--- src/hw/rtl/xbir_pkg.sv ---
// Shared constants, codes and types of the bounded-index random generator.
package xbir_pkg;

    localparam int WORD_W = 64;
    localparam int CNT_W  = $clog2(WORD_W);

    localparam logic [WORD_W-1:0] ALL_ONES      = 64'hFFFF_FFFF_FFFF_FFFF;
    localparam logic [WORD_W-1:0] STAR_MUL      = 64'h2545_F491_4F6C_DD1D;
    localparam logic [WORD_W-1:0] ZERO_FALLBACK = 64'hA5A5_A5A5_A5A5_A5A5;
    // splitmix64 finalizer applied to zero, i.e. the value 0 plus the golden gamma
    // 0x9E3779B97F4A7C15 mixed by 0xBF58476D1CE4E5B9 and 0x94D049BB133111EB.
    localparam logic [WORD_W-1:0] MIX_OF_ZERO   = 64'hE220_A839_7B1D_CDAF;
    // State that replaces an all-zero generator state before a draw.
    localparam logic [WORD_W-1:0] RESEED_VALUE  =
        (MIX_OF_ZERO != '0) ? MIX_OF_ZERO : ZERO_FALLBACK;

    typedef enum logic [1:0] {
        FUNC_LOAD    = 2'd0,
        FUNC_RAW     = 2'd1,
        FUNC_BOUNDED = 2'd2,
        FUNC_NONE    = 2'd3
    } xbir_func_t;

    // Status of a serial arithmetic unit.
    typedef struct packed {
        logic busy;
        logic done;
    } xbir_sts_t;

endpackage

--- src/hw/rtl/xbir_mul.sv ---
// Bit-serial multiplier of a 64-bit operand by the xorshift64* output constant.
module xbir_mul
    import xbir_pkg::*;
(
    input  logic              clk,
    input  logic              rst_n,
    input  logic              start,
    input  logic [WORD_W-1:0] operand,
    output logic [WORD_W-1:0] product,
    output xbir_sts_t         sts
);

    logic              busy_reg, busy_next;
    logic              done_reg, done_next;
    logic [CNT_W-1:0]  cnt_reg, cnt_next;
    logic [WORD_W-1:0] mcand_reg, mcand_next;
    logic [WORD_W-1:0] coef_reg, coef_next;
    logic [WORD_W-1:0] acc_reg, acc_next;

    always_comb
    begin
        busy_next  = busy_reg;
        done_next  = 1'b0;
        cnt_next   = cnt_reg;
        mcand_next = mcand_reg;
        coef_next  = coef_reg;
        acc_next   = acc_reg;
        if (start)
        begin
            busy_next  = 1'b1;
            cnt_next   = '0;
            mcand_next = operand;
            coef_next  = STAR_MUL;
            acc_next   = '0;
        end
        else if (busy_reg)
        begin
            // One multiplier bit per cycle, low bit first.
            if (coef_reg[0])
            begin
                acc_next = acc_reg + mcand_reg;
            end
            mcand_next = {mcand_reg[WORD_W-2:0], 1'b0};
            coef_next  = {1'b0, coef_reg[WORD_W-1:1]};
            cnt_next   = cnt_reg + 1'b1;
            if (cnt_reg == CNT_W'(WORD_W - 1))
            begin
                busy_next = 1'b0;
                done_next = 1'b1;
            end
        end
    end

    always_ff @(posedge clk or negedge rst_n)
    begin
        if (!rst_n)
        begin
            busy_reg <= 1'b0;
            done_reg <= 1'b0;
            cnt_reg  <= '0;
        end
        else
        begin
            busy_reg <= busy_next;
            done_reg <= done_next;
            cnt_reg  <= cnt_next;
        end
    end

    always_ff @(posedge clk)
    begin
        mcand_reg <= mcand_next;
        coef_reg  <= coef_next;
        acc_reg   <= acc_next;
    end

    assign product  = acc_reg;
    assign sts.busy = busy_reg;
    assign sts.done = done_reg;

endmodule

--- src/hw/rtl/xbir_rem.sv ---
// Bit-serial restoring remainder unit for a 64-bit dividend and divisor.
module xbir_rem
    import xbir_pkg::*;
(
    input  logic              clk,
    input  logic              rst_n,
    input  logic              start,
    input  logic [WORD_W-1:0] dividend,
    input  logic [WORD_W-1:0] divisor,
    output logic [WORD_W-1:0] remainder,
    output xbir_sts_t         sts
);

    logic              busy_reg, busy_next;
    logic              done_reg, done_next;
    logic [CNT_W-1:0]  cnt_reg, cnt_next;
    logic [WORD_W-1:0] dvd_reg, dvd_next;
    logic [WORD_W-1:0] dvs_reg, dvs_next;
    logic [WORD_W-1:0] rem_reg, rem_next;
    logic [WORD_W:0]   trial;

    assign trial = {rem_reg, dvd_reg[WORD_W-1]};

    always_comb
    begin
        busy_next = busy_reg;
        done_next = 1'b0;
        cnt_next  = cnt_reg;
        dvd_next  = dvd_reg;
        dvs_next  = dvs_reg;
        rem_next  = rem_reg;
        if (start)
        begin
            busy_next = 1'b1;
            cnt_next  = '0;
            dvd_next  = dividend;
            dvs_next  = divisor;
            rem_next  = '0;
        end
        else if (busy_reg)
        begin
            // Bring in one dividend bit, subtract when the divisor fits.
            if (trial >= {1'b0, dvs_reg})
            begin
                rem_next = WORD_W'(trial - {1'b0, dvs_reg});
            end
            else
            begin
                rem_next = trial[WORD_W-1:0];
            end
            dvd_next = {dvd_reg[WORD_W-2:0], 1'b0};
            cnt_next = cnt_reg + 1'b1;
            if (cnt_reg == CNT_W'(WORD_W - 1))
            begin
                busy_next = 1'b0;
                done_next = 1'b1;
            end
        end
    end

    always_ff @(posedge clk or negedge rst_n)
    begin
        if (!rst_n)
        begin
            busy_reg <= 1'b0;
            done_reg <= 1'b0;
            cnt_reg  <= '0;
        end
        else
        begin
            busy_reg <= busy_next;
            done_reg <= done_next;
            cnt_reg  <= cnt_next;
        end
    end

    always_ff @(posedge clk)
    begin
        dvd_reg <= dvd_next;
        dvs_reg <= dvs_next;
        rem_reg <= rem_next;
    end

    assign remainder = rem_reg;
    assign sts.busy  = busy_reg;
    assign sts.done  = done_reg;

endmodule

--- src/hw/rtl/xorshift_bounded_index_rng.sv ---
// A seed load, the unused code or a size-zero error goes via FINISH to the output register; a
// raw draw runs the 64-step bit-serial multiply by the output constant; a bounded draw runs the
// limit remainder beside the first multiply, then a 64-step remainder, and each rejected raw
// value costs one more multiply. Throughput: one item at a time; a new request is accepted only
// once the previous result has been handed to the output register.
// Reset (rst_n low, asynchronous) zeroes the generator state and empties the output register.
module xorshift_bounded_index_rng
    import xbir_pkg::*;
(
    input  logic         clk,
    input  logic         rst_n,
    input  logic         s_tvalid,
    output logic         s_tready,
    input  logic [127:0] s_tdata,   // [63:0] seed_value, [127:64] range_size
    input  logic [1:0]   s_tuser,   // [1:0] func
    output logic         m_tvalid,
    input  logic         m_tready,
    output logic [63:0]  m_tdata,   // [63:0] value
    output logic         m_tuser    // [0] size_error
);

    // Sequencer states. DRAW runs the multiplier, CHECK applies the rejection
    // test to a bounded draw and passes a raw one on, MOD reduces an accepted
    // value, FINISH hands the result to the output register once that register is free.
    typedef enum logic [4:0] {
        ST_IDLE   = 5'b00001,
        ST_DRAW   = 5'b00010,
        ST_CHECK  = 5'b00100,
        ST_MOD    = 5'b01000,
        ST_FINISH = 5'b10000
    } state_t;

    state_t            state_reg, state_next;
    logic [WORD_W-1:0] gen_reg, gen_next;
    logic              bounded_reg, bounded_next;
    logic [WORD_W-1:0] n_reg, n_next;
    logic [WORD_W-1:0] limit_reg, limit_next;
    logic [WORD_W-1:0] res_value_reg, res_value_next;
    logic              res_err_reg, res_err_next;
    logic              out_valid_reg, out_valid_next;
    logic [WORD_W-1:0] out_value_reg, out_value_next;
    logic              out_err_reg, out_err_next;

    logic              accept;
    xbir_func_t        func;
    logic [WORD_W-1:0] seed_value;
    logic [WORD_W-1:0] range_size;
    logic [WORD_W-1:0] stepped;
    logic              mul_start;
    logic [WORD_W-1:0] mul_product;
    xbir_sts_t         mul_sts;
    logic              rem_start;
    logic [WORD_W-1:0] rem_dividend;
    logic [WORD_W-1:0] rem_result;
    xbir_sts_t         rem_sts;

    // One xorshift64 step of the current state, with a zero state reseeded first.
    function automatic logic [WORD_W-1:0] xs_step(input logic [WORD_W-1:0] cur);
        logic [WORD_W-1:0] s;
        s = (cur == '0) ? RESEED_VALUE : cur;
        s = s ^ (s >> 12);
        s = s ^ (s << 25);
        s = s ^ (s >> 27);
        return s;
    endfunction

    assign func       = xbir_func_t'(s_tuser);
    assign seed_value = s_tdata[63:0];
    assign range_size = s_tdata[127:64];
    assign s_tready   = (state_reg == ST_IDLE);
    assign accept     = s_tvalid && s_tready;
    assign stepped    = xs_step(gen_reg);

    always_comb
    begin
        state_next     = state_reg;
        gen_next       = gen_reg;
        bounded_next   = bounded_reg;
        n_next         = n_reg;
        limit_next     = limit_reg;
        res_value_next = res_value_reg;
        res_err_next   = res_err_reg;
        out_valid_next = out_valid_reg;
        out_value_next = out_value_reg;
        out_err_next   = out_err_reg;
        mul_start      = 1'b0;
        rem_start      = 1'b0;
        rem_dividend   = mul_product;

        if (m_tready)
        begin
            out_valid_next = 1'b0;
        end

        unique case (state_reg)
            ST_IDLE:
            begin
                rem_dividend = ALL_ONES;
                if (accept)
                begin
                    res_value_next = '0;
                    res_err_next   = 1'b0;
                    unique case (func)
                        FUNC_LOAD:
                        begin
                            gen_next   = seed_value;
                            state_next = ST_FINISH;
                        end
                        FUNC_RAW:
                        begin
                            gen_next     = stepped;
                            mul_start    = 1'b1;
                            bounded_next = 1'b0;
                            state_next   = ST_DRAW;
                        end
                        FUNC_BOUNDED:
                        begin
                            if (range_size == '0)
                            begin
                                res_err_next = 1'b1;
                                state_next   = ST_FINISH;
                            end
                            else
                            begin
                                // The limit remainder runs alongside the first multiply.
                                gen_next     = stepped;
                                mul_start    = 1'b1;
                                rem_start    = 1'b1;
                                bounded_next = 1'b1;
                                n_next       = range_size;
                                state_next   = ST_DRAW;
                            end
                        end
                        default:
                        begin
                            state_next = ST_FINISH;
                        end
                    endcase
                end
            end
            ST_DRAW:
            begin
                if (rem_sts.done)
                begin
                    // floor(max/n)*n equals max minus (max mod n).
                    limit_next = ~rem_result;
                end
                if (mul_sts.done)
                begin
                    state_next = ST_CHECK;
                end
            end
            ST_CHECK:
            begin
                if (!bounded_reg)
                begin
                    res_value_next = mul_product;
                    state_next     = ST_FINISH;
                end
                else if (mul_product >= limit_reg)
                begin
                    gen_next   = stepped;
                    mul_start  = 1'b1;
                    state_next = ST_DRAW;
                end
                else
                begin
                    rem_start  = 1'b1;
                    state_next = ST_MOD;
                end
            end
            ST_MOD:
            begin
                if (rem_sts.done)
                begin
                    res_value_next = rem_result;
                    state_next     = ST_FINISH;
                end
            end
            ST_FINISH:
            begin
                if (!out_valid_reg || m_tready)
                begin
                    out_valid_next = 1'b1;
                    out_value_next = res_value_reg;
                    out_err_next   = res_err_reg;
                    state_next     = ST_IDLE;
                end
            end
            default:
            begin
                state_next = ST_IDLE;
            end
        endcase
    end

    always_ff @(posedge clk or negedge rst_n)
    begin
        if (!rst_n)
        begin
            state_reg     <= ST_IDLE;
            gen_reg       <= '0;
            bounded_reg   <= 1'b0;
            out_valid_reg <= 1'b0;
        end
        else
        begin
            state_reg     <= state_next;
            gen_reg       <= gen_next;
            bounded_reg   <= bounded_next;
            out_valid_reg <= out_valid_next;
        end
    end

    always_ff @(posedge clk)
    begin
        n_reg         <= n_next;
        limit_reg     <= limit_next;
        res_value_reg <= res_value_next;
        res_err_reg   <= res_err_next;
        out_value_reg <= out_value_next;
        out_err_reg   <= out_err_next;
    end

    xbir_mul u_mul (
        .clk     (clk),
        .rst_n   (rst_n),
        .start   (mul_start),
        .operand (gen_next),
        .product (mul_product),
        .sts     (mul_sts)
    );

    xbir_rem u_rem (
        .clk       (clk),
        .rst_n     (rst_n),
        .start     (rem_start),
        .dividend  (rem_dividend),
        .divisor   ((state_reg == ST_IDLE) ? range_size : n_reg),
        .remainder (rem_result),
        .sts       (rem_sts)
    );

    assign m_tvalid = out_valid_reg;
    assign m_tdata  = out_value_reg;
    assign m_tuser  = out_err_reg;

    // The multiplier only runs while a draw is in progress.
    assert property (@(posedge clk) disable iff (!rst_n)
        mul_sts.busy |-> state_reg == ST_DRAW)
        else $error("multiplier busy outside of a draw");

    // The remainder unit only runs for the limit or the final reduction.
    assert property (@(posedge clk) disable iff (!rst_n)
        rem_sts.busy |-> (state_reg == ST_DRAW || state_reg == ST_MOD))
        else $error("remainder unit busy in an unexpected state");

    // A reduced index is always below the requested size.
    assert property (@(posedge clk) disable iff (!rst_n)
        (state_reg == ST_MOD && rem_sts.done) |-> rem_result < n_reg)
        else $error("bounded index not below range size");

    // A pending result waits while the output register holds an untaken transfer.
    assert property (@(posedge clk) disable iff (!rst_n)
        (state_reg == ST_FINISH && out_valid_reg && !m_tready)
            |=> (state_reg == ST_FINISH && out_valid_reg))
        else $error("result overwrote an untaken transfer");

endmodule
--- config.mk ---
export PLATFORM = sky130hd
export DESIGN_NAME = xorshift_bounded_index_rng
export DESIGN_NICKNAME = d
export VERILOG_FILES = /design/src/hw/rtl/xbir_pkg.sv /design/src/hw/rtl/xbir_mul.sv /design/src/hw/rtl/xbir_rem.sv /design/src/hw/rtl/xorshift_bounded_index_rng.sv
export SDC_FILE = /design/constraint.sdc
export NUM_CORES = 2
export LEC_CHECK = 0
export BUFFER_PORTS_ARGS = -buffer_cell sky130_fd_sc_hd__buf_2
export CAP_MARGIN = 25
export CORE_ASPECT_RATIO = 1.5
export CORE_MARGIN = 2
export CORE_UTILIZATION = 39
export DETAILED_ROUTE_END_ITERATION = 8
export HOLD_SLACK_MARGIN = 0.03
export MAX_ROUTING_LAYER = met4
export SLEW_MARGIN = 20
export SYNTH_ARGS = -nofsm -noshare
export SYNTH_HDL_FRONTEND = slang
export SYNTH_SLANG_ARGS = --single-unit
--- constraint.sdc ---
create_clock -name clk -period 10.21 [get_ports clk]
set_input_delay 1.021 -clock clk [delete_from_list [all_inputs] [get_ports clk]]
set_output_delay 1.021 -clock clk [all_outputs]
set_load 0.01 [all_outputs]
======== Word-level counts from Yosys, hierarchy flattened ========
Cells that the tools add are included.
cells by class
  bitwise operators ....................... 5
  muxes and demuxes ....................... 60
  reductions and logical operators ........ 18
  $lt $le $gt $ge ......................... 2
  equality and inequality tests ........... 15
  add/sub/neg operators ................... 4
operators by type and width
  operator                                                          count
  64-bit 2-to-1 mux                                                 15
  64-bit case mux with 3 select lines                               2
  64-bit zero test                                                  2
  64-bit case mux with 2 select lines                               1
  65-bit by 64-bit greater-or-equal comparator with 1-bit output    1
  64-bit adder                                                      1
  64-bit greater-or-equal comparator                                1
  64-bit inverter                                                   1
  64-bit subtractor                                                 1
  64-bit by 37-bit XOR with 64-bit output                           1
  64-bit by 52-bit XOR with 64-bit output                           1
  64-bit XOR                                                        1
  5-bit 2-to-1 mux                                                  6
  1-bit 2-to-1 mux                                                  25
  5-bit case mux with 5 select lines                                1
  6-bit 2-to-1 mux                                                  4
  4-bit AND reduction                                               4
  6-bit by 1-bit adder with 6-bit output (second input constant)    2
  6-bit == test (second input constant)                             2
  5-bit case mux with 2 select lines                                1
  1-bit case mux with 2 select lines                                4
  2-bit AND reduction                                               4
  2-bit by 1-bit != test with 1-bit output (second input constant)  3
  2-bit != test (second input constant)                             3
  15 further kinds                                                  17
storage, ports and cells
  logic and storage cells ................. 126
  register bits ........................... 727
  output and inout port bits .............. 67

======== Logic depth before layout (Yosys ltp) ========
  word-level depth ........................ 10
  gate-level depth with buffers ........... 15
  depth with buffers taken out ............ 14

======== Hierarchy ========
Synthesis repeated with hierarchy kept, for this count alone.
unflattened totals
  cell total of the unflattened synthesis .. 3941
  area, all modules ....................... 39570.5 um2
modules (own cells, without submodules)
  module                      seq. area each (um2)  area an instance (um2)  cells each  times used
  xorshift_bounded_index_rng  9525.4                16584.7                 1556        1
  xbir_rem                    5325.1                11891.4                 1214        1
  xbir_mul                    4644.5                11094.4                 1171        1

======== Worst setup path after synthesis ========
OpenSTA, ideal clock, no wires.
  kind .................................... input to register
  from .................................... input port s_tuser[0]
  to ...................................... register u_rem.dvs_reg[0] (enable)
  stages on the path ...................... 7
  path slack .............................. 1264 ps
  data arrival time ....................... 8493 ps
  data required time ...................... 9757 ps
  cell sequence ........................... inv_1 > ha_1 > inv_1 > nor3_1 > o21bai_1 > buf_2 > buf_1
between the ends
  cells in the longest elaborated chain, start to end .. 4
ends and longest elaborated chain
  item                                line                               text
  start: declaration                  xorshift_bounded_index_rng.sv:15   input logic [1:0] s_tuser,
  2-bit == test                       xorshift_bounded_index_rng.sv:103  unique case (func)
  1-bit 2-to-1 mux                    xorshift_bounded_index_rng.sv:103
  1-bit 2-to-1 mux                    xorshift_bounded_index_rng.sv:99   if (accept)
  1-bit case mux with 2 select lines  xorshift_bounded_index_rng.sv:95   unique case (state_reg)
  end signal: assignment              xbir_rem.sv:80                     dvs_reg <= dvs_next;
  end: declaration                    xbir_rem.sv:18                     logic [WORD_W-1:0] dvs_reg, dvs_next;
No other way between the ends.
A chain may end at the register's enable or synchronous reset.

======== Worst setup path after layout ========
  from .................................... input port s_tdata[65]
  to ...................................... register u_rem.rem_reg[60], in the netlist u_rem.remainder[60]
between the ends
  cells in the longest elaborated chain, start to end .. 5
ends and longest elaborated chain
  item                                line                               text
  start: declaration                  xorshift_bounded_index_rng.sv:14   input logic [127:0] s_tdata,
  64-bit zero test                    xorshift_bounded_index_rng.sv:118  if (range_size == '0)
  1-bit 2-to-1 mux                    xorshift_bounded_index_rng.sv:118
  1-bit 2-to-1 mux                    xorshift_bounded_index_rng.sv:103
  1-bit 2-to-1 mux                    xorshift_bounded_index_rng.sv:99
  1-bit case mux with 2 select lines  xorshift_bounded_index_rng.sv:95
  end signal: assignment              xbir_rem.sv:81                     rem_reg <= rem_next;
  end: declaration                    xbir_rem.sv:19                     logic [WORD_W-1:0] rem_reg, rem_next;
No other way between the ends.

==> impl_metrics.env <==
export IMPL_status="finished, final reports clean"
export IMPL_vdd_drop_max_mv=0.288
export IMPL_reg2reg_depth=13
export IMPL_synthArstFlopShare_pct=12.0
export IMPL_ctsResizeCount=0
export IMPL_timing_final_crit_share_pct=53.5
export IMPL_antenna_found_initial=3
export IMPL_synth_edf_count=450
export IMPL_slowest_stage="nor4_2"
export IMPL_r2r_start="state_reg[3]$_DFFE_PN0P_"
export IMPL_firstDrtPassIters=5
export IMPL_crit_chain="buf_2 -> nor4_1 -> nand4_1 -> nor4_2 -> nor3_2 -> buf_4 -> o21bai_4 -> buf_4 -> buf_12 -> buf_4 -> or3_1 -> o21ai_0"
export IMPL_synth_top_cell_area_share_pct=34.2
export IMPL_grt_max_degree=163
export IMPL_ys_ff_latch=727
export IMPL_final_common_cell="nand2_1"
export IMPL_path_max_fanout=162
export IMPL_grt_pass1_wl_um=178000
export IMPL_yosys_area_top_type="edfxtp_1"
export IMPL_syn2layout_area_growth_pct=12.0
export IMPL_drtIter0Drc=1951
export IMPL_gp_congestion=0.959
export IMPL_port_buffers=200
export IMPL_ant_nets=0
export IMPL_h_tree_depth=3
export IMPL_worstSetupStartpointType="input port"
export IMPL_synth_seq_area_share_pct=49.3
export IMPL_p_leak_nw=18.8
export IMPL_yosys_most_used_dff="edfxtp_1"
export IMPL_postSynthCellCount=4101
export IMPL_worst_setup_path_type="in2reg"
export IMPL_rows=143
export IMPL_max_slew_worst_pin_slew_ps=1050
export IMPL_cellPowerDensity_nw_per_um2=366
export IMPL_finClkSkew_ps=27.3
export IMPL_dieArea_um2=104000
export IMPL_clkTransAtPathRegs_ps=60
export IMPL_vias_per_cell=5.50
export IMPL_pre_cts_slack_ps=4100
export IMPL_wirelength_um=117000
export IMPL_dpl_hpwl_um=85800
export IMPL_drive_gt1_share_pct=11.3
export IMPL_hold_path_class="in2async"
export IMPL_critical_path_endpoint_type="flop"
export IMPL_crit_top_cell="buf_4"
export IMPL_route_detailed_wl_per_inst_um=21.1
export IMPL_io_pins=201
export IMPL_grt_pass1_vias=29700
export IMPL_cp_depth=12
export IMPL_cts_root_buf="clkbuf_16"
export IMPL_cp_top_family="simple AND/OR/NAND/NOR gates"
export IMPL_rsz0062_at_grt="no"
export IMPL_r2r_slack_ps=4800
export IMPL_cp_data_arrival_time_ps=6050
export IMPL_crit_buf_inv=5
export IMPL_start_util_pct=39.2
export IMPL_drcViolationCount=0
export IMPL_cts_buffers=78
export IMPL_yosys_cell_types_count=91
export IMPL_cts_setup_buffers=0
export IMPL_synth_yosys_warnings=0
export IMPL_cts_sinks=727
export IMPL_synth_nets=4434
export IMPL_clkLatencyLatePin_ps=690
export IMPL_synth_area_um2=39500
export IMPL_grt_overflow_total=0
export IMPL_utilization_pct=43.9
export IMPL_r2r_end="u_rem.remainder[60]$_SDFFE_PN0P_"
export IMPL_power_total_mw=16.2
export IMPL_min_period_ps=5460
export IMPL_layout_common_cells="552 x nand2_1, 450 x edfxtp_1, 429 x nor2_1, 304 x a21oi_1, 240 x o21ai_0"
export IMPL_cap_violations=0
export IMPL_fmax_mhz=183
export IMPL_num_vias=30500
export IMPL_placed_cell_area_um2=41600
export IMPL_fillers=9813
export IMPL_slew_limit_headroom_pct=28.0
export IMPL_synthTopCellsByArea="edfxtp_1 34%, dfxtp_1 9.6%, ha_1 6.2%"
export IMPL_finalInstanceArea_um2=44300
export IMPL_fin_tns_setup_ps=0
export IMPL_die_x_um=264
export IMPL_grt_use_total_pct=22.8
export IMPL_drv_slew=0
export IMPL_nets=4512
export IMPL_finalWorstSetupSlack_ps=4750
export IMPL_core_um2=101000
export IMPL_slowest_delay_ps=960
export IMPL_hold_viol=0
export IMPL_cts_tree="yes"
export IMPL_fp_dieH_um=394
export IMPL_seqCellArea_um2=19500
export IMPL_cts_buffer_depth=3
export IMPL_setup_violations=0
export IMPL_multiInputGateArea_um2=18300
export IMPL_cp_required_ps=10800
export IMPL_synth_avg_cell_area_um2=9.64
export IMPL_cts_hold_fix_buffers=0
## cells in the mapped netlist, drive strengths merged, types with 17 or more instances
cell    count
nand3      44
buf        64
nand2b     26
xor2       85
nor2b      23
xnor2     150
a211oi     59
o211ai     28
nand2     554
o21bai     27
o21ai     251
nor3       47
mux2i      75
dfrtp      86
nor2      432
a22oi      29
and2       17
a221oi     28
mux2       63
o21a       22
ha        197
o221ai     26
a31oi      43
clkbuf    179
a21oi     309
inv       230
nor4       45
dfxtp     190
nand4      67
a21o       93
edfxtp    450
## area by class of cell
type	instances	share of cell area (%)
inverters	230	1.95
clock buffers	103	4.87
well taps	1305	3.69
multi-input cells	2901	41.3
flip-flops and latches	727	44.0
clock inverters	43	1.03
repair buffers	241	3.15
diodes	1	0.00565
## metrics by stage
stage,cells,hold WS (ps)
finish,5551,287
detailed placement,5402,405
global placement,5398,403
global route,5551,312
floorplan,4101,400
CTS,5548,269
## report_power, final
group / internal, mW / switching (mW) / total (mW) / leakage [nW]
clock network: 1.70 / 1.25 / 2.96 / 1.28
logic: 3.05 / 4.78 / 7.83 / 10.4
registers: 4.40 / 1.01 / 5.41 / 7.05
## metal layers
| layer | global-route usage [%] | up-vias | wire [um] |
|---|---|---|---|
| met3 | 2.42 | 235 | 5390 |
| met5 | - | - | 0 |
| li1 | - | 14800 | - |
| met4 | 9.82 | 0 | 4940 |
| met2 | 37.4 | 886 | 56100 |
| met1 | 28.6 | 14600 | 50800 |
## worst max-delay path by stage
stage	startpoint	to	slack (ps)
finish	s_tdata[65]	u_rem.remainder[60]$_SDFFE_PN0P_	4750
global route	state_reg[3]$_DFFE_PN0P_	u_rem.remainder[60]$_SDFFE_PN0P_	4320
CTS	s_tdata[65]	u_rem.remainder[46]$_SDFFE_PN0P_	4800
detailed placement	s_tdata[65]	u_rem.remainder[32]$_SDFFE_PN0P_	4100
global placement	s_tdata[68]	u_rem.remainder[29]$_SDFFE_PN0P_	4020
floorplan	s_tuser[0]	u_rem.dvs_reg[0]$_DFFE_PN_	1260
## cells by family (layout without fill, tap and decap cells)
group | Yosys count | count (layout) | share of synthesized area, %
other | 0 | 1 | 0
xor gates and xnor gates | 235 | 235 | 5.20
AOI/OAI and AO/OA | 1017 | 1017 | 16.4
muxes | 138 | 138 | 3.69
adders and majority gates | 199 | 199 | 6.33
buffers and inverters | 473 | 617 | 4.65
DFF | 727 | 727 | 49.3
and+or+nand+nor | 1312 | 1312 | 14.5
No activity file was read; power rests on OpenSTA's default activity.
